$ cat config.mk
export PLATFORM = sky130hd
export DESIGN_NAME = link_retry_timeout_sequencer_flat
export DESIGN_NICKNAME = d
export VERILOG_FILES = /design/src/rtl/lrts_pkg.sv /design/src/rtl/lrts_req_if.sv /design/src/rtl/lrts_rsp_if.sv /design/src/rtl/link_retry_timeout_sequencer.sv /design/src/flat_wrapper.sv
export SDC_FILE = /design/constraint.sdc
export NUM_CORES = 1
export LEC_CHECK = 0
export BUFFER_PORTS_ARGS = -buffer_cell sky130_fd_sc_hd__buf_4
export CAP_MARGIN = 5
export CORE_ASPECT_RATIO = 0.6
export CORE_MARGIN = 4
export CORE_UTILIZATION = 57
export DETAILED_ROUTE_END_ITERATION = 12
export MAX_ROUTING_LAYER = met4
export PLACE_DENSITY = 0.93
export SYNTH_ARGS = -nofsm -noshare
export SYNTH_HDL_FRONTEND = slang
export SYNTH_SLANG_ARGS = --single-unit
$ cat constraint.sdc
create_clock -name clock -period 7.2 [get_ports clock]
set_clock_uncertainty 0.2 [all_clocks]
set_input_delay 2.16 -clock clock [delete_from_list [all_inputs] [get_ports clock]]
set_output_delay 2.16 -clock clock [all_outputs]
set_load 0.1 [all_outputs]
$ cat src/rtl/lrts_pkg.sv
// ----------------------------------------------------------------------------
// lrts_pkg
// Types, codes and reset values shared by the link retry/timeout sequencer.
// ----------------------------------------------------------------------------
`default_nettype none

package lrts_pkg;

   localparam int unsigned CounterWidth = 18;
   localparam int unsigned TimeWidth    = 16;
   localparam int unsigned CsrAddrWidth = 5;
   localparam int unsigned CsrDataWidth = 32;

   localparam logic [TimeWidth-1:0] ReconnectDelayReset = 16'd1000;
   localparam logic [TimeWidth-1:0] ConnectTimeoutReset = 16'd1000;
   localparam logic [TimeWidth-1:0] ReplyTimeoutReset   = 16'd3000;
   localparam logic [TimeWidth-1:0] PollPeriodReset     = 16'd200;

   typedef enum logic [3:0] {
      PH_IDLE            = 4'd0,
      PH_WAIT_RECONNECT  = 4'd1,
      PH_CONNECT         = 4'd2,
      PH_WAIT_CONNECTION = 4'd3,
      PH_SEND_CONTROL    = 4'd4,
      PH_WAIT_STATUS     = 4'd5,
      PH_WAIT_PERIOD     = 4'd6,
      PH_SEND_PROGRAM    = 4'd7,
      PH_WAIT_PROGRAM    = 4'd8
   } phase_type;

   typedef enum logic [2:0] {
      ACT_NONE    = 3'd0,
      ACT_OPEN    = 3'd1,
      ACT_DROP    = 3'd2,
      ACT_PROGRAM = 3'd3,
      ACT_POLL    = 3'd4
   } action_type;

   typedef enum logic [2:0] {
      MODE_TICK         = 3'd0,
      MODE_LINK_REQUEST = 3'd1,
      MODE_PROGRAM      = 3'd2,
      MODE_STATUS_REPLY = 3'd3,
      MODE_ANSWER       = 3'd4,
      MODE_DISCONNECTED = 3'd5
   } mode_type;

   localparam logic [1:0] SOCK_UNCONNECTED = 2'd0;
   localparam logic [1:0] SOCK_CONNECTED   = 2'd2;

   typedef enum logic [CsrAddrWidth-1:0] {
      CSR_ADDRESS_VALID   = 5'h00,
      CSR_RECONNECT_DELAY = 5'h04,
      CSR_CONNECT_TIMEOUT = 5'h08,
      CSR_REPLY_TIMEOUT   = 5'h0C,
      CSR_POLL_PERIOD     = 5'h10
   } csr_addr_type;

   typedef struct packed {
      logic [2:0]           mode;
      logic [TimeWidth-1:0] tick_amount;
      logic [1:0]           socket_state;
      logic                 run_on_load;
      logic                 flash_request;
      logic                 answer_for_program;
   } req_word_type;

endpackage

`default_nettype wire

$ cat src/rtl/lrts_req_if.sv
// ----------------------------------------------------------------------------
// lrts_req_if
// Event channel into the sequencer: valid/ready plus the event word.
// ----------------------------------------------------------------------------
`default_nettype none

interface lrts_req_if;
   logic        valid;
   logic        ready;
   logic [2:0]  mode;
   logic [15:0] tick_amount;
   logic [1:0]  socket_state;
   logic        run_on_load;
   logic        flash_request;
   logic        answer_for_program;

   modport source (
      output valid, mode, tick_amount, socket_state, run_on_load, flash_request,
             answer_for_program,
      input  ready
   );
   modport sink (
      input  valid, mode, tick_amount, socket_state, run_on_load, flash_request,
             answer_for_program,
      output ready
   );
endinterface

`default_nettype wire

$ cat src/rtl/lrts_rsp_if.sv
// ----------------------------------------------------------------------------
// lrts_rsp_if
// Result channel out of the sequencer: valid/ready plus the result word.
// ----------------------------------------------------------------------------
`default_nettype none

interface lrts_rsp_if;
   logic       valid;
   logic       ready;
   logic [2:0] action;
   logic       run_flag_out;
   logic [3:0] phase_out;

   modport source (
      output valid, action, run_flag_out, phase_out,
      input  ready
   );
   modport sink (
      input  valid, action, run_flag_out, phase_out,
      output ready
   );
endinterface

`default_nettype wire

$ cat src/rtl/link_retry_timeout_sequencer.sv
// ----------------------------------------------------------------------------
// link_retry_timeout_sequencer
// Supervisor for a request/response link: connect, retry, program, poll.
// ----------------------------------------------------------------------------
// One event word is taken per clock while the result side takes words, and
// each gives exactly one result word. The event is captured in an input
// register; the phase logic (one 19-bit subtract with saturation and a phase
// decode) then lands in the result register together with the updated
// supervisor state. The input register takes a new word as its word moves
// on, so throughput is one word per cycle whenever the result side takes words.
// Registers sit on the APB port at byte addresses 0x00..0x10 and are meant
// to be written only while no event is in flight.
// ----------------------------------------------------------------------------
`default_nettype none

module link_retry_timeout_sequencer (
   input  wire logic                              clock,
   input  wire logic                              reset,
   lrts_req_if.sink                               req,
   lrts_rsp_if.source                             rsp,
   input  wire logic                              psel,
   input  wire logic                              penable,
   input  wire logic                              pwrite,
   input  wire logic [lrts_pkg::CsrAddrWidth-1:0] paddr,
   input  wire logic [lrts_pkg::CsrDataWidth-1:0] pwdata,
   output logic      [lrts_pkg::CsrDataWidth-1:0] prdata,
   output logic                                   pready
);

   localparam int unsigned CW = lrts_pkg::CounterWidth;
   localparam int unsigned TW = lrts_pkg::TimeWidth;

   // ---------------- configuration registers ----------------
   logic          address_valid_ff;
   logic [TW-1:0] reconnect_delay_ff;
   logic [TW-1:0] connect_timeout_ff;
   logic [TW-1:0] reply_timeout_ff;
   logic [TW-1:0] poll_period_ff;
   logic          csr_write;

   assign pready    = 1'b1;
   assign csr_write = psel && penable && pwrite;

   always_ff @(posedge clock) begin
      if (reset) begin
         address_valid_ff   <= 1'b0;
         reconnect_delay_ff <= lrts_pkg::ReconnectDelayReset;
         connect_timeout_ff <= lrts_pkg::ConnectTimeoutReset;
         reply_timeout_ff   <= lrts_pkg::ReplyTimeoutReset;
         poll_period_ff     <= lrts_pkg::PollPeriodReset;
      end else if (csr_write) begin
         case (paddr)
            lrts_pkg::CSR_ADDRESS_VALID:   address_valid_ff   <= pwdata[0];
            lrts_pkg::CSR_RECONNECT_DELAY: reconnect_delay_ff <= pwdata[TW-1:0];
            lrts_pkg::CSR_CONNECT_TIMEOUT: connect_timeout_ff <= pwdata[TW-1:0];
            lrts_pkg::CSR_REPLY_TIMEOUT:   reply_timeout_ff   <= pwdata[TW-1:0];
            lrts_pkg::CSR_POLL_PERIOD:     poll_period_ff     <= pwdata[TW-1:0];
            default: ;
         endcase
      end
   end

   // Read-back mux; unmapped addresses read zero.
   always_comb begin
      prdata = '0;
      case (paddr)
         lrts_pkg::CSR_ADDRESS_VALID:   prdata[0]      = address_valid_ff;
         lrts_pkg::CSR_RECONNECT_DELAY: prdata[TW-1:0] = reconnect_delay_ff;
         lrts_pkg::CSR_CONNECT_TIMEOUT: prdata[TW-1:0] = connect_timeout_ff;
         lrts_pkg::CSR_REPLY_TIMEOUT:   prdata[TW-1:0] = reply_timeout_ff;
         lrts_pkg::CSR_POLL_PERIOD:     prdata[TW-1:0] = poll_period_ff;
         default:                       prdata         = '0;
      endcase
   end

   // ---------------- pipeline handshake ----------------
   logic                   in_valid_ff;
   lrts_pkg::req_word_type in_word_ff;
   logic                   out_valid_ff;
   logic                   advance;      // input word moves to result register

   assign advance   = in_valid_ff && (!out_valid_ff || rsp.ready);
   assign req.ready = !in_valid_ff || advance;

   always_ff @(posedge clock) begin
      if (reset) begin
         in_valid_ff  <= 1'b0;
         out_valid_ff <= 1'b0;
      end else begin
         if (req.ready) begin
            in_valid_ff <= req.valid;
         end
         if (advance) begin
            out_valid_ff <= 1'b1;
         end else if (rsp.ready) begin
            out_valid_ff <= 1'b0;
         end
      end
   end

   always_ff @(posedge clock) begin
      if (req.ready && req.valid) begin
         in_word_ff.mode               <= req.mode;
         in_word_ff.tick_amount        <= req.tick_amount;
         in_word_ff.socket_state       <= req.socket_state;
         in_word_ff.run_on_load        <= req.run_on_load;
         in_word_ff.flash_request      <= req.flash_request;
         in_word_ff.answer_for_program <= req.answer_for_program;
      end
   end

   // ---------------- supervisor state ----------------
   lrts_pkg::phase_type phase_ff, phase_in;
   logic signed [CW-1:0] counter_ff, counter_in;
   logic                 pending_ff, pending_in;
   logic                 run_flag_ff, run_flag_in;

   // Countdown: by one while waiting for the connection, else by the tick amount.
   logic [TW-1:0]        dec_amount;
   logic signed [CW:0]   diff;
   logic signed [CW-1:0] counter_sub;
   logic                 expired;

   assign dec_amount = (in_word_ff.mode == lrts_pkg::MODE_TICK &&
                        phase_ff == lrts_pkg::PH_WAIT_CONNECTION)
                       ? TW'(1) : in_word_ff.tick_amount;
   assign diff = {counter_ff[CW-1], counter_ff} - $signed({{(CW+1-TW){1'b0}}, dec_amount});
   // Saturate at the most negative counter value.
   assign counter_sub = (diff[CW] != diff[CW-1]) ? {1'b1, {(CW-1){1'b0}}} : diff[CW-1:0];
   assign expired     = counter_sub[CW-1];

   // Output decode: action for this event.
   lrts_pkg::action_type act;

   always_comb begin
      act = lrts_pkg::ACT_NONE;
      case (in_word_ff.mode)
         lrts_pkg::MODE_TICK: begin
            case (phase_ff)
               lrts_pkg::PH_CONNECT: begin
                  if (address_valid_ff && in_word_ff.socket_state == lrts_pkg::SOCK_UNCONNECTED)
                     act = lrts_pkg::ACT_OPEN;
               end
               lrts_pkg::PH_WAIT_CONNECTION: begin
                  if (in_word_ff.socket_state != lrts_pkg::SOCK_CONNECTED && expired)
                     act = lrts_pkg::ACT_DROP;
               end
               lrts_pkg::PH_SEND_CONTROL: act = lrts_pkg::ACT_POLL;
               lrts_pkg::PH_WAIT_STATUS,
               lrts_pkg::PH_WAIT_PROGRAM: begin
                  if (expired) act = lrts_pkg::ACT_DROP;
               end
               lrts_pkg::PH_SEND_PROGRAM: begin
                  if (pending_ff) act = lrts_pkg::ACT_PROGRAM;
               end
               default: act = lrts_pkg::ACT_NONE;
            endcase
         end
         lrts_pkg::MODE_LINK_REQUEST,
         lrts_pkg::MODE_DISCONNECTED: act = lrts_pkg::ACT_DROP;
         default: act = lrts_pkg::ACT_NONE;
      endcase
   end

   // Next-state decode.
   always_comb begin
      phase_in    = phase_ff;
      counter_in  = counter_ff;
      pending_in  = pending_ff;
      run_flag_in = run_flag_ff;
      if (act == lrts_pkg::ACT_DROP) begin
         // Reconnect: drop, then wait before the next attempt.
         counter_in = $signed({{(CW-TW){1'b0}}, reconnect_delay_ff});
         phase_in   = lrts_pkg::PH_WAIT_RECONNECT;
      end else begin
         case (in_word_ff.mode)
            lrts_pkg::MODE_TICK: begin
               case (phase_ff)
                  lrts_pkg::PH_WAIT_RECONNECT: begin
                     counter_in = counter_sub;
                     if (expired) phase_in = lrts_pkg::PH_CONNECT;
                  end
                  lrts_pkg::PH_CONNECT: begin
                     if (!address_valid_ff) begin
                        phase_in = lrts_pkg::PH_IDLE;
                     end else if (act == lrts_pkg::ACT_OPEN) begin
                        counter_in = $signed({{(CW-TW){1'b0}}, connect_timeout_ff});
                        phase_in   = lrts_pkg::PH_WAIT_CONNECTION;
                     end
                  end
                  lrts_pkg::PH_WAIT_CONNECTION: begin
                     if (in_word_ff.socket_state == lrts_pkg::SOCK_CONNECTED)
                        phase_in = lrts_pkg::PH_SEND_PROGRAM;
                     else
                        counter_in = counter_sub;
                  end
                  lrts_pkg::PH_SEND_CONTROL: begin
                     counter_in = $signed({{(CW-TW){1'b0}}, reply_timeout_ff});
                     phase_in   = lrts_pkg::PH_WAIT_STATUS;
                  end
                  lrts_pkg::PH_WAIT_STATUS,
                  lrts_pkg::PH_WAIT_PROGRAM: counter_in = counter_sub;
                  lrts_pkg::PH_WAIT_PERIOD: begin
                     counter_in = counter_sub;
                     if (expired) phase_in = lrts_pkg::PH_SEND_CONTROL;
                  end
                  lrts_pkg::PH_SEND_PROGRAM: begin
                     if (pending_ff) begin
                        counter_in = $signed({{(CW-TW){1'b0}}, reply_timeout_ff});
                        phase_in   = lrts_pkg::PH_WAIT_PROGRAM;
                     end else begin
                        phase_in = lrts_pkg::PH_SEND_CONTROL;
                     end
                  end
                  default: phase_in = phase_ff;
               endcase
            end
            lrts_pkg::MODE_PROGRAM: begin
               run_flag_in = in_word_ff.run_on_load;
               pending_in  = in_word_ff.flash_request;
            end
            lrts_pkg::MODE_STATUS_REPLY: phase_in = lrts_pkg::PH_SEND_PROGRAM;
            lrts_pkg::MODE_ANSWER: begin
               if (in_word_ff.answer_for_program) begin
                  counter_in = $signed({{(CW-TW){1'b0}}, poll_period_ff});
                  phase_in   = lrts_pkg::PH_WAIT_PERIOD;
                  pending_in = 1'b0;
               end
            end
            default: phase_in = phase_ff;
         endcase
      end
   end

   always_ff @(posedge clock) begin
      if (reset) begin
         phase_ff    <= lrts_pkg::PH_IDLE;
         counter_ff  <= '0;
         pending_ff  <= 1'b0;
         run_flag_ff <= 1'b0;
      end else if (advance) begin
         phase_ff    <= phase_in;
         counter_ff  <= counter_in;
         pending_ff  <= pending_in;
         run_flag_ff <= run_flag_in;
      end
   end

   // ---------------- result register ----------------
   logic [2:0] action_ff;
   logic       run_out_ff;
   logic [3:0] phase_out_ff;

   always_ff @(posedge clock) begin
      if (advance) begin
         action_ff    <= act;
         run_out_ff   <= (act == lrts_pkg::ACT_PROGRAM) ? run_flag_ff : 1'b0;
         phase_out_ff <= phase_in;
      end
   end

   assign rsp.valid        = out_valid_ff;
   assign rsp.action       = action_ff;
   assign rsp.run_flag_out = run_out_ff;
   assign rsp.phase_out    = phase_out_ff;

`ifndef SYNTHESIS
   a_drop_to_retry: assert property (@(posedge clock) disable iff (reset)
      rsp.valid && rsp.action == lrts_pkg::ACT_DROP |->
         rsp.phase_out == lrts_pkg::PH_WAIT_RECONNECT)
      else $error("drop without retry wait");
   a_open_to_wait: assert property (@(posedge clock) disable iff (reset)
      rsp.valid && rsp.action == lrts_pkg::ACT_OPEN |->
         rsp.phase_out == lrts_pkg::PH_WAIT_CONNECTION)
      else $error("open without connection wait");
   a_poll_to_wait: assert property (@(posedge clock) disable iff (reset)
      rsp.valid && rsp.action == lrts_pkg::ACT_POLL |->
         rsp.phase_out == lrts_pkg::PH_WAIT_STATUS)
      else $error("poll without status wait");
   a_program_to_wait: assert property (@(posedge clock) disable iff (reset)
      rsp.valid && rsp.action == lrts_pkg::ACT_PROGRAM |->
         rsp.phase_out == lrts_pkg::PH_WAIT_PROGRAM && !pending_ff == 1'b0)
      else $error("program send without ack wait");
   a_run_only_with_program: assert property (@(posedge clock) disable iff (reset)
      rsp.valid && rsp.run_flag_out |-> rsp.action == lrts_pkg::ACT_PROGRAM)
      else $error("run flag outside program send");
   a_state_holds_idle: assert property (@(posedge clock) disable iff (reset)
      !advance |=> $stable(phase_ff) && $stable(counter_ff))
      else $error("state moved without an event");
`endif

endmodule

`default_nettype wire
$ cat src/flat_wrapper.sv
// flat-port wrapper written by rule: the top's interface ports become plain ports
module link_retry_timeout_sequencer_flat 
  (clock, reset, psel, penable, pwrite, paddr, pwdata, prdata, pready, req_valid, req_mode, req_tick_amount, req_socket_state, req_run_on_load, req_flash_request, req_answer_for_program, req_ready, rsp_valid, rsp_action, rsp_run_flag_out, rsp_phase_out, rsp_ready);
  lrts_req_if req_i ();
  lrts_rsp_if rsp_i ();
  input  wire logic clock;
  input  wire logic reset;
  input  wire logic psel;
  input  wire logic penable;
  input  wire logic pwrite;
  input  wire logic [lrts_pkg::CsrAddrWidth-1:0] paddr;
  input  wire logic [lrts_pkg::CsrDataWidth-1:0] pwdata;
  output logic      [lrts_pkg::CsrDataWidth-1:0] prdata;
  output logic pready;
  input wire logic [$bits(req_i.valid)-1:0] req_valid;
  input wire logic [$bits(req_i.mode)-1:0] req_mode;
  input wire logic [$bits(req_i.tick_amount)-1:0] req_tick_amount;
  input wire logic [$bits(req_i.socket_state)-1:0] req_socket_state;
  input wire logic [$bits(req_i.run_on_load)-1:0] req_run_on_load;
  input wire logic [$bits(req_i.flash_request)-1:0] req_flash_request;
  input wire logic [$bits(req_i.answer_for_program)-1:0] req_answer_for_program;
  output wire logic [$bits(req_i.ready)-1:0] req_ready;
  output wire logic [$bits(rsp_i.valid)-1:0] rsp_valid;
  output wire logic [$bits(rsp_i.action)-1:0] rsp_action;
  output wire logic [$bits(rsp_i.run_flag_out)-1:0] rsp_run_flag_out;
  output wire logic [$bits(rsp_i.phase_out)-1:0] rsp_phase_out;
  input wire logic [$bits(rsp_i.ready)-1:0] rsp_ready;
  assign req_i.valid = req_valid;
  assign req_i.mode = req_mode;
  assign req_i.tick_amount = req_tick_amount;
  assign req_i.socket_state = req_socket_state;
  assign req_i.run_on_load = req_run_on_load;
  assign req_i.flash_request = req_flash_request;
  assign req_i.answer_for_program = req_answer_for_program;
  assign req_ready = req_i.ready;
  assign rsp_valid = rsp_i.valid;
  assign rsp_action = rsp_i.action;
  assign rsp_run_flag_out = rsp_i.run_flag_out;
  assign rsp_phase_out = rsp_i.phase_out;
  assign rsp_i.ready = rsp_ready;
  link_retry_timeout_sequencer u_core (.clock(clock), .reset(reset), .req(req_i), .rsp(rsp_i), .psel(psel), .penable(penable), .pwrite(pwrite), .paddr(paddr), .pwdata(pwdata), .prdata(prdata), .pready(pready));
endmodule
## Word-level counts from Yosys, hierarchy flattened

Cells that the tools add are included.

| word-level totals | value |
|---|---|
| register bits | 123 |
| output and inout bits | 43 |
| word-level logic and storage cells | 112 |

| cells by class | value |
|---|---|
| add/sub/neg operators | 1 |
| equal/unequal tests | 30 |
| mux-type cells | 32 |
| bitwise logic cells | 1 |
| reduce and logical (&&, ||, !) cells | 28 |

Operator list:

| cell | count |
|---|---|
| two-way mux 18 bit | 7 |
| case mux 18 bit (5 select lines) | 1 |
| case mux 15 bit (4 select lines) | 1 |
| case mux 18 bit (2 select lines) | 1 |
| two-way mux 4 bit | 8 |
| case mux 4 bit (6 select lines) | 1 |
| subtractor 18 x 17 -> 19 bit | 1 |
| == test 4 x 3 -> 1 bit (second input constant) | 4 |
| two-way mux 16 bit | 1 |
| case mux 3 bit (5 select lines) | 1 |
| == test 3 x 2 -> 1 bit (second input constant) | 4 |
| case mux 4 bit (3 select lines) | 1 |
| == test 5 x 4 -> 1 bit (second input constant) | 2 |
| AND reduction 2 bit | 5 |
| == test 4 x 2 -> 1 bit (second input constant) | 2 |
| != test 4 x 3 -> 1 bit (second input constant) | 2 |
| != test 4 bit (second input constant) | 2 |
| AND reduction 8 bit | 1 |
| logical AND 1 bit | 7 |
| != test 7 bit (second input constant) | 1 |
| == test 3 x 1 -> 1 bit (second input constant) | 2 |
| == test 3 bit (second input constant) | 2 |
| two-way mux 2 bit | 3 |
| case mux 3 bit (2 select lines) | 1 |
| other kinds (24) | 31 |

## Logic depth before layout (Yosys ltp)

| logic depth | value |
|---|---|
| depth in word-level cells | 16 |
| mapped depth | 23 |
| mapped depth without buffers | 21 |

## Worst setup path before layout

Ideal clock, no wire load.

| timing path | value |
|---|---|
| path type | input-to-output |
| start point | input paddr[3] (netlist name) |
| end point | output prdata[11] (netlist name) |
| data arrival time | 5.099 ns |
| setup slack | -0.259 ns |
| cell stages on the path | 4 |
| path through | buf_2 clkbuf_1 mux2i_1 o21ai_0 |

| between the ends | value |
|---|---|
| cells in the longest elaborated chain, start to end | 2 |
| elaborated cells on any way between the ends | 5 |

RTL lines:

| item | RTL line | RTL |
|---|---|---|
| start: declaration | flat_wrapper.sv:11 | `input wire logic [lrts_pkg::CsrAddrWidth-1:0] paddr;` |
| == test 5 bit (tied with other cells) | link_retry_timeout_sequencer.sv:66 | `case (paddr)` |
| case mux 15 bit (4 select lines) (*) | link_retry_timeout_sequencer.sv:66 |  |
| end: declaration | flat_wrapper.sv:13 | `output logic [lrts_pkg::CsrDataWidth-1:0] prdata;` |

Mark *: on every way between the ends. The rest lies on a longest branch, timed or not.

## Worst setup path in the final report

| timing path | value |
|---|---|
| start point | input paddr[3] (netlist name) |
| end point | output prdata[9] (netlist name) |

The elaborated chain is that of the path after synthesis.

==> impl.org <==
** Critical path
- Type of the setup path with the least slack :: in2out
- STA classifies the critical path endpoint as a primary output.
- Count of buffer and inverter cells on the critical path :: 3
- In this run the worst path has a maximum fanout of 20.
- The worst setup path is launched from a primary input.
- The largest individual stage delay along the critical path comes from the cell sky130_fd_sc_hd__or4_1.
- Data arrival at the endpoint of the critical path :: 4050 ps
- In this design, the critical path's most frequently occurring cell is sky130_fd_sc_hd__buf_4.
- The cell family contributing the most delay on the critical path is buffers and inverters.
- For this run, the slowest stage of the critical path takes slightly above 600 ps.
- Data required time of the critical path :: 4840 ps
- Traced cell by cell, the critical path runs through buf_4 -> or4_1 -> nor2_1 -> buf_4 -> a22oi_1 -> o21ai_0 -> buf_4.

** STA
- The number of hold violations in the final report was 0.
- Number of setup violations in the final report :: 0
- The worst pin sits at a relative slew slack of 25.27%.
- Post-route setup TNS :: 0 ps
- Worst slew pin tran :: 1121 ps
- Based on the critical path, the design can be clocked at up to approximately 160 MHz.
- RSZ-0062 raised after global routing :: false
- The max-slew violation count came to 0.
- The clock period could shrink to between 6000 and 7000 ps.
- Crit share post-route :: between 80 and 90%

** Pwr
- Dividing total power by cell area gives a power density of between 200 and 250 nW/um^2.
- Across the VDD grid, the largest voltage drop is about 0.19 mV.
- Leak :: ~0.003 uW

** Layout
- The final layout contains 940 nets.
- Number of standard cells in the final layout excluding fillers :: ~1000
- Fraction of final layout cells sized beyond drive strength 1 :: between 10% and 20%
- The multi-input combinational cells in the finished layout cover a total of 3583 um^2.
- Compared with the post-synthesis result, the final layout area differs by 17.20%.
- The repair_antennas step left the layout with diodes totalling 0.
- Register cell area after layout :: around 2800 um^2
- Fill cells in the final layout number 895.

** GRT
- Via count of the first global-routing pass :: about 5700
- Maximum number of pins on one net before global-route repair :: a little over 90
- After global routing the overflow that remains totals 0.
- The initial antenna violation count was 0.
- Global routing used just under 30% of the available tracks.
- Wire length of the first global-routing pass :: approximately 30000 um

** Detailed routing
- Total number of vias :: approximately 6300
- The routed design has around 19000 um of wire.
- DRC :: 0
- The first detailed-routing pass ran for 5 iterations.
- Vias per Instance :: about 6.1
- The first routing iteration left around 910 violations.
- Once detail routing completed, the nets flagged for antenna violations numbered 0.
- After detailed routing, the average wire length per cell comes to ~19 um.

** Floorplan
- Area enclosed by the die boundary :: 13610 um^2
- Die X :: ~150 um
- The die is ~90 um tall.
- The floorplan has 30 rows.
- Core Region :: 11370 um^2
- In this run the count of I/O pins placed on the die edge is roughly 110.
- Initial standard-cell utilization of the core :: a little under 60%

** Clock network
- The clock reaches the later pin of the worst-skew pair after ~420 ps.
- Post-CTS repair changed the size of 0 cells.
- CTS sink count :: between 100 and 150
- TritonCTS Buffers :: 17
- The clock passes through at most 2 buffers.
- Number of post-CTS setup repair buffers :: 0
- Buffer type at the clock tree root :: sky130_fd_sc_hd__clkbuf_16
- TritonCTS clock tree :: done
- Cts hold-fix bufs :: 0
- H-tree depth :: 4
- Clock-pin slew was measured on the worst setup and hold paths at about 60 ps.

** Place
- # placed instances :: 993
- Port Buffer Count :: 77
- Final HPWL from detailed placement :: about 13000 um
- Global placement routability congestion :: approximately 1

** Logic synthesis
- Top flip-flop cell by instance count after synthesis :: sky130_fd_sc_hd__dfxtp_1
- Combined area of all synthesized cells :: around 6700 um^2
- Share of Yosys cell area claimed by the top area cell type :: between 20% and 30%
- Commonest cells in the netlist :: 180 x sky130_fd_sc_hd__nand2_1, 91 x sky130_fd_sc_hd__dfxtp_1, 64 x sky130_fd_sc_hd__a21oi_1
- The synthesized design spends more area on one cell type than any other, namely sky130_fd_sc_hd__dfxtp_1.
- Yosys printed 0 warnings.
- Sorting the synthesized cells by area gives the leading types as sky130_fd_sc_hd__dfxtp_1 27%, sky130_fd_sc_hd__edfxtp_1 14%, sky130_fd_sc_hd__nand2_1 10%.
- A synthesized cell averages 8.417 um^2.
- Gate count of the mapped netlist :: approximately 800
- After synthesis the netlist holds a flip-flop and latch count of around 120.
- Most numerous cell in the Yosys netlist :: sky130_fd_sc_hd__nand2_1
- Post-synth cell types :: between 60 and 70
- Yosys mapped a number of flops with a built-in enable equal to 32.
- Post-synthesis sequential area ratio :: between 40 and 50%
- Counting flops with an async set or reset pin after synthesis yields a share of 0%.

** Status
- Outcome :: finished, final reports clean

** Min path
- The worst hold path belongs to the class reg2reg.

** Run
- Count of max-cap constraint violations :: 0
## layer usage
layer	vias up	wire length [um]	global-route usage, %
met2	421	7751	37.87
met5	-	0	-
met3	40	2815	10.47
li1	2949	-	-
met4	0	355	10.61
met1	2858	8369	41.55
## cell usage in the layout (no fill, tap or decap), drive strengths merged, types with 4 or more instances in the layout
master and n:
o211ai 17, clkbuf 18, a221o 4, edfxtp 32, or3 4, inv 18
a21oi 65, dfxtp 91, a211oi 4, a221oi 12, and3 4, or4 7
buf 88, o21ai 48, xor2 5, xnor2 8, a311oi 16, nor3 13
clkinvlp 4, mux2i 18, clkinv 4, nand3b 23, nand2 180, nor2b 7
ha 19, nand2b 8, nand3 6, a22oi 15, a21o 10, conb 17
nor2 56
## area by class of cell
class / count / area share (%)
inverter: 13 / 0.6214
clock inverter: 14 / 1.753
timing repair buffer: 88 / 8.413
multi-input combinational: 609 / 45.63
clock buffer: 18 / 5.593
sequential: 123 / 35.44
tap: 160 / 2.549
## path summary, 6_finish.rpt
kind                                          from                                     to  slack (ps)  cells past startpoint
min          u_core.poll_period_ff[4]$_SDFFE_PP0P_  u_core.poll_period_ff[4]$_SDFFE_PP0P_         270                      2
max reg2reg        u_core.in_word_ff[22]$_DFFE_PP_     u_core.counter_ff[16]$_SDFFE_PP0P_         970                     22
min reg2reg  u_core.poll_period_ff[4]$_SDFFE_PP0P_  u_core.poll_period_ff[4]$_SDFFE_PP0P_         270                      2
max                                       paddr[3]                              prdata[9]         790                      7
## kinds of logic after synthesis
logic type / after synthesis / synth area share, %
simple gates: 324 / 22.76
flops: 123 / 41.53
fa+ha+maj: 20 / 3.847
buf+inv: 79 / 5.957
compound gates: 215 / 21.06
mux: 20 / 3.025
xor+xnor: 13 / 1.699
other cells: 2 / 0.1121
## power breakdown
part	leakage, uW	total, uW	internal, uW	switching [uW]
clock	0.000272	830	490	340
combinational	0.00174	253	77.1	176
sequential	0.00105	742	728	14.9
total	0.00306	1830	1290	531
## state kept, by name (all words and copies together) (netlist names), 3 cells and up
name                       count
u_core.in_word_ff             24
u_core.counter_ff             18
u_core.connect_timeout_ff     16
u_core.poll_period_ff         16
u_core.reconnect_delay_ff     16
u_core.reply_timeout_ff       16
u_core.phase_ff                4
u_core.rsp.phase_out           4
u_core.rsp.action              3
## per-stage QoR
step / power (uW) / hold slack, ps / worst slack [ps] / instance area, um^2 / utilization [%]
floorplan: 941.1 / 245.5 / 147.6 / 6756 / -
finish: 1826 / 271.7 / 791.5 / 7853 / 69.04
CTS: 1820 / 269.7 / 837.1 / 7853 / 69.04
global route: 1880 / 299.6 / 632.5 / 7853 / 69.04
detailed placement: 1002 / 261.9 / 847.5 / 7276 / 63.97
global placement: 998.5 / 260.5 / 872.2 / 7276 / 63.97
## worst reg2reg max path: cells and delay by family (launching register included)
kind                       cells  cell delay [ps]
and+or+nand+nor               10             2730
DFF                            1              460
AOI/OAI and AO/OA              8             1780
buffers and inverters          2              310
adders and majority gates      2              670
Note: power is estimated with default switching activity, not from simulation.
